==> src/rtl/core/kvtcp_pkg.sv <==
`timescale 1ns / 1ps
`default_nettype none
package kvtcp_pkg;
    localparam int LINE_CAP = 64;
    localparam int AW = 6;
    localparam int LW = 7;

    typedef enum logic [1:0] {
        KIND_KEY    = 2'd0,
        KIND_CLOSE  = 2'd1,
        KIND_STORED = 2'd2,
        KIND_ERROR  = 2'd3
    } kind_t;

    typedef enum logic [3:0] {
        ST_IDLE,
        ST_SIMPLE,
        ST_RD0,
        ST_CHK,
        ST_GSP,
        ST_GKEY,
        ST_SSCAN,
        ST_EMIT,
        ST_EMIT_WAIT
    } state_t;

    localparam logic [0:0] REG_PARSE_MODE = 1'd0;
    localparam logic [0:0] REG_VALUE_SIZE = 1'd1;
    localparam logic [31:0] SIZE_SAT = 32'd2147483647;

    function automatic logic is_ws(input logic [7:0] c);
        return c == 8'd32 || (c >= 8'd9 && c <= 8'd13);
    endfunction

    function automatic logic is_digit(input logic [7:0] c);
        return c >= 8'd48 && c <= 8'd57;
    endfunction
endpackage
`default_nettype wire

==> src/rtl/core/kvtcp_ram.sv <==
`timescale 1ns / 1ps
`default_nettype none
module kvtcp_ram #(
    parameter int WIDTH = 8,
    parameter int DEPTH = 64
) (
    input  wire logic                     aclk,
    input  wire logic                     we,
    input  wire logic [$clog2(DEPTH)-1:0] waddr,
    input  wire logic [WIDTH-1:0]         wdata,
    input  wire logic [$clog2(DEPTH)-1:0] raddr,
    output logic      [WIDTH-1:0]         rdata
);
    logic [WIDTH-1:0] mem [DEPTH];
    always_ff @(posedge aclk) begin
        if (we) begin
            mem[waddr] <= wdata;
        end
        rdata <= mem[raddr];
    end
endmodule
`default_nettype wire

==> src/rtl/core/keyvalue_text_command_parser.sv <==
`timescale 1ns / 1ps
`default_nettype none
// byte-serial memcached-style text front end. each request carries one received
// byte; bytes are kept in a 64-entry line ram until cr lf. a line end walks the
// stored line one byte a cycle through a single ram read port under a small
// sequencer; the key walk of a get waits while a reply is not taken. a get line
// checks its header, searches for the space, then sends one reply per key byte
// and one for the close; a set line scans its fields; any other line, or a get
// or set line that fails, gets an error reply. in simple mode every line gets
// the key "key" and a close. a stored reply appears the cycle after the last
// swallowed byte. s_axis_tready is low while a line is processed or a reply is
// waiting. the set size is accumulated with one multiply-by-ten adder,
// saturating at 2147483647; a set line then swallows size+2 bytes.
module keyvalue_text_command_parser
    import kvtcp_pkg::*;
(
    input  wire logic        aclk,
    input  wire logic        aresetn,
    input  wire logic        s_axis_tvalid,
    output logic             s_axis_tready,
    input  wire logic [7:0]  s_axis_tdata,   // rx_byte
    output logic             m_axis_tvalid,
    input  wire logic        m_axis_tready,
    output logic [31:0]      m_axis_tdata,   // reply_kind, key_byte, value_length, pad
    output logic             m_axis_tlast,   // last
    input  wire logic        cfg_we,
    input  wire logic [0:0]  cfg_index,
    input  wire logic [20:0] cfg_data
);
    state_t state_reg, state_next;
    logic        mode_reg;
    logic [20:0] vsize_reg;
    logic [LW-1:0] len_reg, len_next;      // bytes held
    logic [LW-1:0] llen_reg, llen_next;    // length of the line being parsed
    logic [LW-1:0] idx_reg, idx_next;      // walk pointer
    logic        prev_cr_reg, prev_cr_next;
    logic        skip_reg, skip_next;
    logic [31:0] cnt_reg, cnt_next;
    // output holding register
    logic        ov_reg, ov_next;
    kind_t       ok_reg, ok_next;
    logic [7:0]  ob_reg, ob_next;
    logic        ol_reg, ol_next;
    // simple-mode counter and get/set flags
    logic [1:0]  sc_reg, sc_next;
    logic        isget_reg, isget_next, isset_reg, isset_next;
    // set scan state
    logic [2:0]  fld_reg, fld_next;        // field number 0..4, 5 once all are done
    logic        intok_reg, intok_next;
    logic        sgn_reg, sgn_next;        // sign seen at field start
    logic        dig_reg, dig_next;        // any digit in field
    logic        neg_reg, neg_next;
    logic [31:0] acc_reg, acc_next;
    logic        bad_reg, bad_next;        // int field ended badly
    kind_t       ek_reg, ek_next;          // pending single reply

    logic [7:0]  rd;
    logic [AW-1:0] raddr;
    logic        we;
    logic        s_fire, out_free;

    assign s_fire   = s_axis_tvalid && s_axis_tready;
    assign out_free = !ov_reg || m_axis_tready;
    assign we       = s_fire && !(!mode_reg && skip_reg);

    kvtcp_ram #(.WIDTH(8), .DEPTH(LINE_CAP)) u_line (
        .aclk(aclk), .we(we), .waddr(len_reg[AW-1:0]), .wdata(s_axis_tdata),
        .raddr(raddr), .rdata(rd)
    );

    assign s_axis_tready = state_reg == ST_IDLE && !ov_reg;
    assign m_axis_tvalid = ov_reg;
    assign m_axis_tlast  = ol_reg;
    assign m_axis_tdata  = {1'b0, (ok_reg == KIND_CLOSE) ? vsize_reg : 21'd0, ob_reg, ok_reg};

    always_ff @(posedge aclk) begin
        if (!aresetn) begin
            mode_reg  <= 1'b0;
            vsize_reg <= 21'd2;
        end else if (cfg_we) begin
            unique case (cfg_index)
                REG_PARSE_MODE: mode_reg  <= cfg_data[0];
                REG_VALUE_SIZE: vsize_reg <= cfg_data;
                default: ;
            endcase
        end
    end

    always_ff @(posedge aclk) begin
        if (!aresetn) begin
            state_reg <= ST_IDLE;
            len_reg <= '0; prev_cr_reg <= 1'b0; skip_reg <= 1'b0; cnt_reg <= '0;
            ov_reg <= 1'b0;
        end else begin
            state_reg <= state_next;
            len_reg <= len_next; prev_cr_reg <= prev_cr_next;
            skip_reg <= skip_next; cnt_reg <= cnt_next; ov_reg <= ov_next;
        end
        llen_reg <= llen_next; idx_reg <= idx_next; ok_reg <= ok_next;
        ob_reg <= ob_next; ol_reg <= ol_next; sc_reg <= sc_next;
        isget_reg <= isget_next; isset_reg <= isset_next; fld_reg <= fld_next;
        intok_reg <= intok_next; sgn_reg <= sgn_next; dig_reg <= dig_next;
        neg_reg <= neg_next; acc_reg <= acc_next; bad_reg <= bad_next;
        ek_reg <= ek_next;
    end

    // next state
    always_comb begin
        state_next = state_reg;
        unique case (state_reg)
            ST_IDLE: if (s_fire && !(!mode_reg && skip_reg) && s_axis_tdata == 8'd10
                         && prev_cr_reg) begin
                state_next = mode_reg ? ST_SIMPLE : ST_RD0;
            end
            ST_SIMPLE: if (out_free && sc_reg == 2'd3) state_next = ST_IDLE;
            ST_RD0:  state_next = ST_CHK;
            ST_CHK:  if (idx_reg == 7'd3 || !(isget_next || isset_next)) begin
                state_next = (llen_reg >= 7'd3 && isget_next) ? ST_GSP :
                             (llen_reg >= 7'd3 && isset_next) ? ST_SSCAN : ST_EMIT;
            end
            ST_GSP: if (idx_reg >= llen_reg || rd == 8'd32) state_next =
                (idx_reg + 7'd1 >= llen_reg) ? ST_EMIT : ST_GKEY;
            ST_GKEY: if (out_free && (idx_reg >= llen_reg || rd == 8'd32))
                state_next = ST_IDLE;
            ST_SSCAN: if (bad_next || fld_next == 3'd5 || idx_reg >= llen_reg) begin
                state_next = (ek_next == KIND_ERROR) ? ST_EMIT : ST_IDLE;
            end
            ST_EMIT: if (out_free) state_next = ST_IDLE;
            default: state_next = ST_IDLE;
        endcase
    end

    // datapath and outputs
    always_comb begin
        logic [7:0]  ch;
        logic [35:0] m10;
        logic [3:0]  d;
        len_next = len_reg; prev_cr_next = prev_cr_reg; skip_next = skip_reg;
        cnt_next = cnt_reg; llen_next = llen_reg; idx_next = idx_reg;
        ov_next = ov_reg && !m_axis_tready; ok_next = ok_reg; ob_next = ob_reg;
        ol_next = ol_reg; sc_next = sc_reg; isget_next = isget_reg;
        isset_next = isset_reg; fld_next = fld_reg; intok_next = intok_reg;
        sgn_next = sgn_reg; dig_next = dig_reg; neg_next = neg_reg;
        acc_next = acc_reg; bad_next = bad_reg; ek_next = ek_reg;
        raddr = idx_reg[AW-1:0];
        ch = rd;
        d = rd[3:0];
        m10 = {4'd0, acc_reg} * 36'd10 + {32'd0, d};
        unique case (state_reg)
            ST_IDLE: begin
                raddr = '0;
                if (s_fire) begin
                    if (!mode_reg && skip_reg) begin
                        if (cnt_reg <= 32'd1) begin
                            cnt_next = '0; skip_next = 1'b0;
                            ov_next = 1'b1; ok_next = KIND_STORED; ob_next = '0;
                            ol_next = 1'b1;
                        end else begin
                            cnt_next = cnt_reg - 32'd1;
                        end
                    end else if (s_axis_tdata == 8'd10 && prev_cr_reg) begin
                        len_next = '0; prev_cr_next = 1'b0;
                        llen_next = len_reg - 7'd1;
                        idx_next = '0; sc_next = '0;
                        isget_next = 1'b1; isset_next = 1'b1;
                    end else if (len_reg + 7'd1 >= 7'(LINE_CAP - 1)) begin
                        len_next = '0; prev_cr_next = 1'b0;
                    end else begin
                        len_next = len_reg + 7'd1;
                        prev_cr_next = s_axis_tdata == 8'd13;
                    end
                end
            end
            ST_SIMPLE: if (out_free) begin
                ov_next = 1'b1; ob_next = '0; ol_next = 1'b0; ok_next = KIND_KEY;
                unique case (sc_reg)
                    2'd0: ob_next = 8'h6b;
                    2'd1: ob_next = 8'h65;
                    2'd2: ob_next = 8'h79;
                    default: begin ok_next = KIND_CLOSE; ol_next = 1'b1; end
                endcase
                sc_next = sc_reg + 2'd1;
            end
            ST_RD0: begin
                raddr = 6'd0; idx_next = 7'd1;
            end
            ST_CHK: begin
                // rd holds byte idx-1
                unique case (idx_reg)
                    7'd1: begin
                        isget_next = ch == 8'h67 || ch == 8'h47;
                        isset_next = ch == 8'h73 || ch == 8'h53;
                    end
                    7'd2: begin
                        isget_next = isget_reg && (ch == 8'h65 || ch == 8'h45);
                        isset_next = isset_reg && (ch == 8'h65 || ch == 8'h45);
                    end
                    default: begin
                        isget_next = isget_reg && (ch == 8'h74 || ch == 8'h54);
                        isset_next = isset_reg && (ch == 8'h74 || ch == 8'h54);
                    end
                endcase
                idx_next = idx_reg + 7'd1;
                ek_next = KIND_ERROR;
                if (idx_reg == 7'd3 || !(isget_next || isset_next)) begin
                    raddr = '0; idx_next = '0;
                    fld_next = '0; intok_next = 1'b0; bad_next = 1'b0;
                    sgn_next = 1'b0; dig_next = 1'b0; neg_next = 1'b0; acc_next = '0;
                end
            end
            ST_GSP: begin
                // rd holds byte idx
                if (idx_reg >= llen_reg || rd == 8'd32) begin
                    idx_next = idx_reg + 7'd1; raddr = 6'(idx_reg + 7'd1);
                end else begin
                    idx_next = idx_reg + 7'd1; raddr = 6'(idx_reg + 7'd1);
                end
            end
            ST_GKEY: begin
                raddr = idx_reg[AW-1:0];
                if (out_free) begin
                    ov_next = 1'b1;
                    if (idx_reg >= llen_reg || rd == 8'd32) begin
                        ok_next = KIND_CLOSE; ob_next = '0; ol_next = 1'b1;
                    end else begin
                        ok_next = KIND_KEY; ob_next = rd; ol_next = 1'b0;
                        idx_next = idx_reg + 7'd1; raddr = 6'(idx_reg + 7'd1);
                    end
                end
            end
            ST_SSCAN: begin
                // fields 0,1 tokens; 2..4 integers; rd holds byte idx
                if (idx_reg < llen_reg) begin
                    idx_next = idx_reg + 7'd1; raddr = 6'(idx_reg + 7'd1);
                    if (!intok_reg) begin
                        if (!is_ws(ch)) begin
                            intok_next = 1'b1;
                            if (fld_reg >= 3'd2) begin
                                acc_next = '0; neg_next = 1'b0; dig_next = 1'b0;
                                sgn_next = 1'b0;
                                if (ch == 8'h2b || ch == 8'h2d) begin
                                    sgn_next = 1'b1; neg_next = ch == 8'h2d;
                                end else if (is_digit(ch)) begin
                                    dig_next = 1'b1; acc_next = {28'd0, d};
                                end else begin
                                    bad_next = 1'b1;
                                end
                            end
                        end
                    end else if (fld_reg < 3'd2) begin
                        if (is_ws(ch)) begin
                            intok_next = 1'b0; fld_next = fld_reg + 3'd1;
                        end
                    end else if (is_digit(ch)) begin
                        dig_next = 1'b1;
                        acc_next = (m10 > {4'd0, SIZE_SAT}) ? SIZE_SAT : m10[31:0];
                    end else if (!dig_reg) begin
                        bad_next = 1'b1;
                    end else begin
                        intok_next = 1'b0; fld_next = fld_reg + 3'd1;
                        // a +/- terminator opens the next field; other non-space: bad
                        if (fld_reg != 3'd4 && !is_ws(ch)) begin
                            if (ch == 8'h2b || ch == 8'h2d) begin
                                intok_next = 1'b1; acc_next = '0; dig_next = 1'b0;
                                sgn_next = 1'b1; neg_next = ch == 8'h2d;
                            end else begin
                                bad_next = 1'b1;
                            end
                        end
                    end
                end else begin
                    // end of line closes an integer field with digits
                    if (intok_reg && fld_reg >= 3'd2 && dig_reg) fld_next = fld_reg + 3'd1;
                end
                if (fld_next == 3'd5 && !bad_next) begin
                    if (neg_next && acc_next != 32'd0) begin
                        ek_next = KIND_ERROR;
                    end else begin
                        ek_next = KIND_STORED;
                        skip_next = 1'b1; cnt_next = acc_next + 32'd2;
                    end
                end
            end
            ST_EMIT: if (out_free) begin
                ov_next = 1'b1; ok_next = KIND_ERROR; ob_next = '0; ol_next = 1'b1;
            end
            default: ;
        endcase
    end

    property p_ready_hold;
        @(posedge aclk) disable iff (!aresetn) m_axis_tvalid |-> !s_axis_tready;
    endproperty
    a_ready_hold: assert property (p_ready_hold) else $error("ready with reply pending");

    property p_len_cap;
        @(posedge aclk) disable iff (!aresetn) len_reg < 7'(LINE_CAP - 1);
    endproperty
    a_len_cap: assert property (p_len_cap) else $error("line length overflow");

    property p_out_data;
        @(posedge aclk) disable iff (!aresetn)
            (m_axis_tvalid && ok_reg != KIND_KEY) |-> ob_reg == 8'd0;
    endproperty
    a_out_data: assert property (p_out_data) else $error("key byte on non-key reply");
endmodule
`default_nettype wire
==> config.mk <==
export PLATFORM = sky130hd
export DESIGN_NAME = keyvalue_text_command_parser
export DESIGN_NICKNAME = d
export VERILOG_FILES = /design/src/rtl/core/kvtcp_pkg.sv /design/src/rtl/core/kvtcp_ram.sv /design/src/rtl/core/keyvalue_text_command_parser.sv
export SDC_FILE = /design/constraint.sdc
export NUM_CORES = 1
export LEC_CHECK = 0
export BUFFER_PORTS_ARGS = -buffer_cell sky130_fd_sc_hd__buf_2
export CORE_ASPECT_RATIO = 2
export CORE_UTILIZATION = 45
export CTS_BUF_LIST = sky130_fd_sc_hd__clkbuf_4 sky130_fd_sc_hd__clkbuf_8 sky130_fd_sc_hd__clkbuf_16
export DETAILED_ROUTE_END_ITERATION = 6
export PLACE_DENSITY = 0.65
export SYNTH_ARGS = -nofsm -noshare
export SYNTH_HDL_FRONTEND = slang
export SYNTH_SLANG_ARGS = --single-unit
==> constraint.sdc <==
create_clock -name aclk -period 14.84 [get_ports aclk]
set_clock_uncertainty 0.2 [all_clocks]
set_input_delay 0.742 -clock aclk [delete_from_list [all_inputs] [get_ports aclk]]
set_output_delay 0.742 -clock aclk [all_outputs]
set_load 0.02 [all_outputs]
==> results of run 1 <==
## report_power, final
group / total [mW] / internal, mW / switching (mW)
sequential: 2.02 / 2.01 / 0.00777
clock: 1.51 / 0.820 / 0.689
combinational: 0.0758 / 0.0185 / 0.0573
## placed cells by master, fill, tap and decap left out, types with 45 or more instances in the layout
cell / instances
clkbuf_16: 56
and2_1: 45
o21ai_0: 102
mux4_2: 128
nand2_1: 248
a21oi_1: 150
ha_1: 96
dfxtp_1: 83
inv_1: 50
nor2_1: 255
nor3_1: 53
xnor2_1: 51
nand3_1: 66
edfxtp_1: 574
buf_2: 68
mux2i_1: 54
## worst max-delay path by stage
stage	start	to	slack (ps)	cells after the start
2_1_floorplan	acc_reg[3]	cnt_reg[19]	8640	20
3_3_place_gp	acc_reg[3]	cnt_reg[31]	6770	20
3_5_place_dp	acc_reg[3]	cnt_reg[5]	6490	20
4_1_cts	acc_reg[3]	cnt_reg[5]	6510	20
5_1_grt	acc_reg[3]	cnt_reg[5]	5910	20
6_report	acc_reg[3]	cnt_reg[21]	6420	20
## logic make-up after synthesis
kind of cell | after synthesis | synth area share [%]
xor+xnor | 85 | 2.25
compound gates | 546 | 10.8
other cells | 1 | 0.0113
simple gates | 862 | 12.5
fa+ha+maj | 98 | 3.75
flops | 657 | 57.0
mux | 207 | 11.2
buf+inv | 199 | 2.38
## critical path, cell delays in order, from the launching register on
cell      delay [ps]
edfxtp_1         500
ha_1             330
ha_1             200
inv_1             80
fa_1             470
nand2b_1         220
a211o_1          330
a211oi_2         470
o21ai_0          210
a221oi_1         670
nor4bb_1         550
and4b_1          310
and4_1           230
o21a_1           850
a31oi_1          510
a211oi_1         360
nand4_1          240
nor4_4           470
o21a_1           760
nand2_1          180
o221ai_1         250
## per-layer routing
metal  GRT usage (%)  part of all wire, %  vias up
li1                -                    -    10300
met1            24.4                   32    11200
met2            50.4                   55      878
met3            2.64                  4.2      333
met4            19.5                  8.3        2
met5               0                0.013        -
## per-stage QoR
stage | setup WS [ps] | total power, mW
2_1_floorplan | 8640 | 2.09
3_3_place_gp | 6770 | 2.13
3_5_place_dp | 6490 | 2.14
4_1_cts | 6510 | 3.63
5_1_grt | 5910 | 3.70
6_report | 6420 | 3.60
## final cells by class
type,instances,area share [%]
timing repair buffer,102,1.64
antenna,1,0.00691
multi-input combinational,1799,37.3
tap,923,3.19
inverter,51,0.529
sequential,657,52.2
clock inverter,39,1.12
clock buffer,64,4.03
==> results.toml, run 1 <==
[outcome]
status = "finished clean"

[yosys]
yosysMostFrequentCell = "edfxtp_1"
synth_area_leader_cell = "edfxtp_1"
synth_warnings = 0
ys_ff_latch = 657
ys.flop_type = "edfxtp_1"
synth_common_cells = "edfxtp_1 (574), nor2_1 (255), nand2_1 (248)"
yosysUniqueCellTypes = 93
synth_edf_count = 574
synth_nets = 2788
yosysSeqAreaShare_pct = 57.0
synth.avg_cell_area_um2 = 12.5
async_flop_share_pct = 0
synth_area_leaders = "edfxtp_1 (52%), mux4_2 (8.7%), dfxtp_1 (5.0%)"
syn_area_mm2 = 0.0331
synth_cells = 2655
synth_top_area_share_pct = 52.0

[route]
avgRoutedWirePerCell_um = 26.5
drt_pass1_iterations = 6
wl_um = 96500
drcViolationCount = 0
drtAntennaViolNets = 0
drt_iter0_markers = 1592
vias = 22700
vias_per_cell = 6.25

[die]
die_x_um = 194
num_io_pins = 70
die_area_mm2 = 0.0748
std_cell_rows = 140
core_area_mm2 = 0.0729
initial_core_util_pct = 45.5
die_h_um = 386

[sta]
hold-worst-slack_ps = 108
setup_viol = 0
min_period_over_period_pct = 56.7
setup-tns-final_ps = 0
tightest_slew_ps = 1330
hold_viol = 0
rsz0062_at_grt = "no"
final_max_slew_viol_count = 0
clock.fmax_mhz = 119
max_slew_margin_pct = 10.4
min_period_ps = 8420

[placement]
hpwlAfterDp_um = 69100
gp_congestion = 1.01
portBuffers = 68
placedCellCount = 3532
dpl-instance-area_mm2 = 0.0343

[clocking]
cts_resized = 0
numCtsBuffers = 56
insertion_delay_ps = 650
post_cts_buffers = 0
hold_buffers = 0
cts_htree_levels = 2
cts_tree = "yes"
clkTransAtPathRegs_ps = 70
cts_buffer_depth = 3
clock_sinks = 657
root_buffer = "clkbuf_16"

[pwr]
p_per_area_mw_per_mm2 = 99.5
ir_drop_uv = 112
p_leak_nw = 12.3

[global_routing]
grt_pass1_wl_um = 143000
grt-ovfl-total = 0
grt_start_max_net_pins = 67
antenna_found_initial = 2
grt_pass1_vias = 23300
grt.total_usage_pct = 25.7

[final_layout]
layout-drive-gt1-share_pct = 14.6
final_nets = 2800
final_area_mm2 = 0.0362
largest_reg_flops = 512
multiInputGateArea_mm2 = 0.0135
fillers = 6337
areaGrowthSynthToFinish_pct = 9.32
layout.area.seq_mm2 = 0.0189
fin_cells = 3636
utilization_pct = 49.7

[hold_path]
hold_class = "in -> reg"
min_from = "cfg_data[1]"
hold_end = "vsize_reg[1]"
hold_path_depth = 3

[worst_setup_path]
worst-path-max-fanout = 27
r2r_slack_ps = 6420
critPathCaptureType = "register"
r2r-start = "acc_reg[3]"
cp-start-kind = "register"
r2r_end = "cnt_reg[21]"
crit_required_ps = 15200
r2r_cells = 20
path_class = "reg -> reg"
cp.arrival_ps = 8770

[run]
drv_cap = 0
(Power assumes the default switching activity.)
==> inputs of run 2 (changes only) <==
==> constraint.sdc (replaced) <==
create_clock -name aclk -period 7.9 [get_ports aclk]
set_clock_uncertainty 0.2 [all_clocks]
set_input_delay 0.395 -clock aclk [delete_from_list [all_inputs] [get_ports aclk]]
set_output_delay 0.395 -clock aclk [all_outputs]
set_load 0.02 [all_outputs]
==> results.toml, run 2 (same netlist as run 1, synthesis figures left out) <==
[sta]
max_slew_margin_pct = 24.6
rsz0062_at_grt = "no"
setup_viol = 0
tightest_slew_ps = 1130
hold-worst-slack_ps = 33.3
hold_viol = 0
final.setup.worst_slack_ps = 576
min_period_over_period_pct = 92.7
clock.fmax_mhz = 137
setup-tns-final_ps = 0
final_max_slew_viol_count = 0
min_period_ps = 7320

[clocking]
cts_tree = "yes"
root_buffer = "clkbuf_16"
clock_sinks = 657
numCtsBuffers = 57
insertion_delay_ps = 640
cts_buffer_depth = 3
clkTransAtPathRegs_ps = 70
cts_htree_levels = 2

[worst_setup_path]
r2r-start = "acc_reg[3]"
cp.arrival_ps = 7680
cp-start-kind = "register"
critPathCaptureType = "register"
crit_required_ps = 8250
worst-path-max-fanout = 14
crit_start = "acc_reg[3]"
crit_path_cell_trace = "ha_1, ha_1, inv_1, fa_1, nand2b_1, a211o_1, a211oi_2, or4_1, o311ai_2, or4_4, or4_4, a2111oi_4, a21o_1, o31ai_1, or3b_1, nor4_4, buf_4, nand3b_1, xnor2_1, o32a_1, o31ai_1"
path_class = "reg -> reg"
cpPeakStageDelay_ps = 580
crit_slowest_cell = "or4_4"

[final_layout]
layout-drive-gt1-share_pct = 16.1
areaGrowthSynthToFinish_pct = 12.0
final_nets = 2865
final_common_cell = "edfxtp_1"
layout.area.seq_mm2 = 0.0189
final_cell_mix = "edfxtp_1 (574), nor2_1 (255), nand2_1 (248)"
diodes = 0
fillers = 6243
multiInputGateArea_mm2 = 0.0135
fin_cells = 3703
largest_reg_flops = 512

[route]
drcViolationCount = 0
vias_per_cell = 6.17
avgRoutedWirePerCell_um = 26.1
wl_um = 96600
drt_iter0_markers = 1683
drtAntennaViolNets = 0
vias = 22800
drt_pass1_iterations = 6

[pwr]
p_leak_nw = 12.7
p_per_area_mw_per_mm2 = 192
ir_drop_uv = 230

[placement]
hpwlAfterDp_um = 70100
gp_congestion = 1.02
place_ws_ps = 441
portBuffers = 68
placedCellCount = 3573

[global_routing]
grt.total_usage_pct = 25.9
grt_pass1_wl_um = 144000
grt_start_max_net_pins = 67
antenna_found_initial = 1
grt_pass1_vias = 23300
grt-ovfl-total = 0

[run]
drv_cap = 0

[die]
die_x_um = 194
core_area_mm2 = 0.0729
initial_core_util_pct = 45.5
die_area_mm2 = 0.0748
die_h_um = 386
std_cell_rows = 140
num_io_pins = 70

[hold_path]
min_from = "cfg_we"
hold_class = "in -> reg"

[outcome]
status = "finished clean"
run 2: changes by cell type in the layout (fill, tap and decap cells not counted), moves of 2 or more:
cell	before	now
buf_12	0	6
buf_4	34	69
bufinv_16	6	14
clkbuf_16	56	58
clkbuf_8	0	3
clkinv_1	16	8
clkinv_2	4	6
clkinvlp_4	6	3
dlygate4sd3_1	0	23
run 2: metrics by stage:
step	utilization, %	power, mW	area, µm²
2_1_floorplan	-	3.92	33100
3_3_place_gp	47.7	4.00	34700
3_5_place_dp	47.7	4.01	34700
4_1_cts	50.9	7.19	37100
5_1_grt	50.9	7.30	37100
6_report	50.9	7.14	37100
run 2: final cells by class:
cell class / instances / area share (%)
inverters: 51 / 0.516
well taps: 923 / 3.11
multi-input cells: 1799 / 36.4
clock inverters: 39 / 1.66
clock buffers: 68 / 4.16
flip-flops and latches: 657 / 50.9
repair buffers: 166 / 3.26
run 2: final timing paths:
path | slack [ps] | cells past startpoint | end
worst max-delay path | 580 | 21 | cnt_reg[28]
worst min register to register | 250 | 2 | vsize_reg[7]
worst min-delay path | 30 | 4 | mode_reg
worst max register to register | 580 | 21 | cnt_reg[28]
run 2: what timing repair did:
action                     4_1_cts  5_1_grt
buffers inserted                 0        0
setup endpoints to repair        0        9
hold buffers                    23        0
hold endpoints to repair        23        0
gates resized for setup          0        1
run 2: power by group:
part,internal [mW],leakage (nW),switching (mW),total (mW)
clock,1.87,1.06,1.32,3.20
sequential,3.78,5.92,0.0144,3.79
combinational,0.0426,5.77,0.108,0.150
run 2: critical path: cells and delay by family (launching register included):
family,cells,cell delay [ps]
xor gates and xnor gates,1,140
AOI/OAI and AO/OA,8,2610
buffers and inverters,2,250
DFF,1,520
adders and majority gates,3,1000
and+or+nand+nor,7,2550
run 2: metal layers:
| layer | track usage [%] | wire length (µm) | vias up |
|---|---|---|---|
| met3 | 2.96 | 3850 | 320 |
| met1 | 24.2 | 30600 | 11300 |
| met4 | 19.6 | 8190 | 2 |
| li1 | - | - | 10400 |
| met5 | 0 | 8 | - |
| met2 | 50.8 | 54000 | 823 |
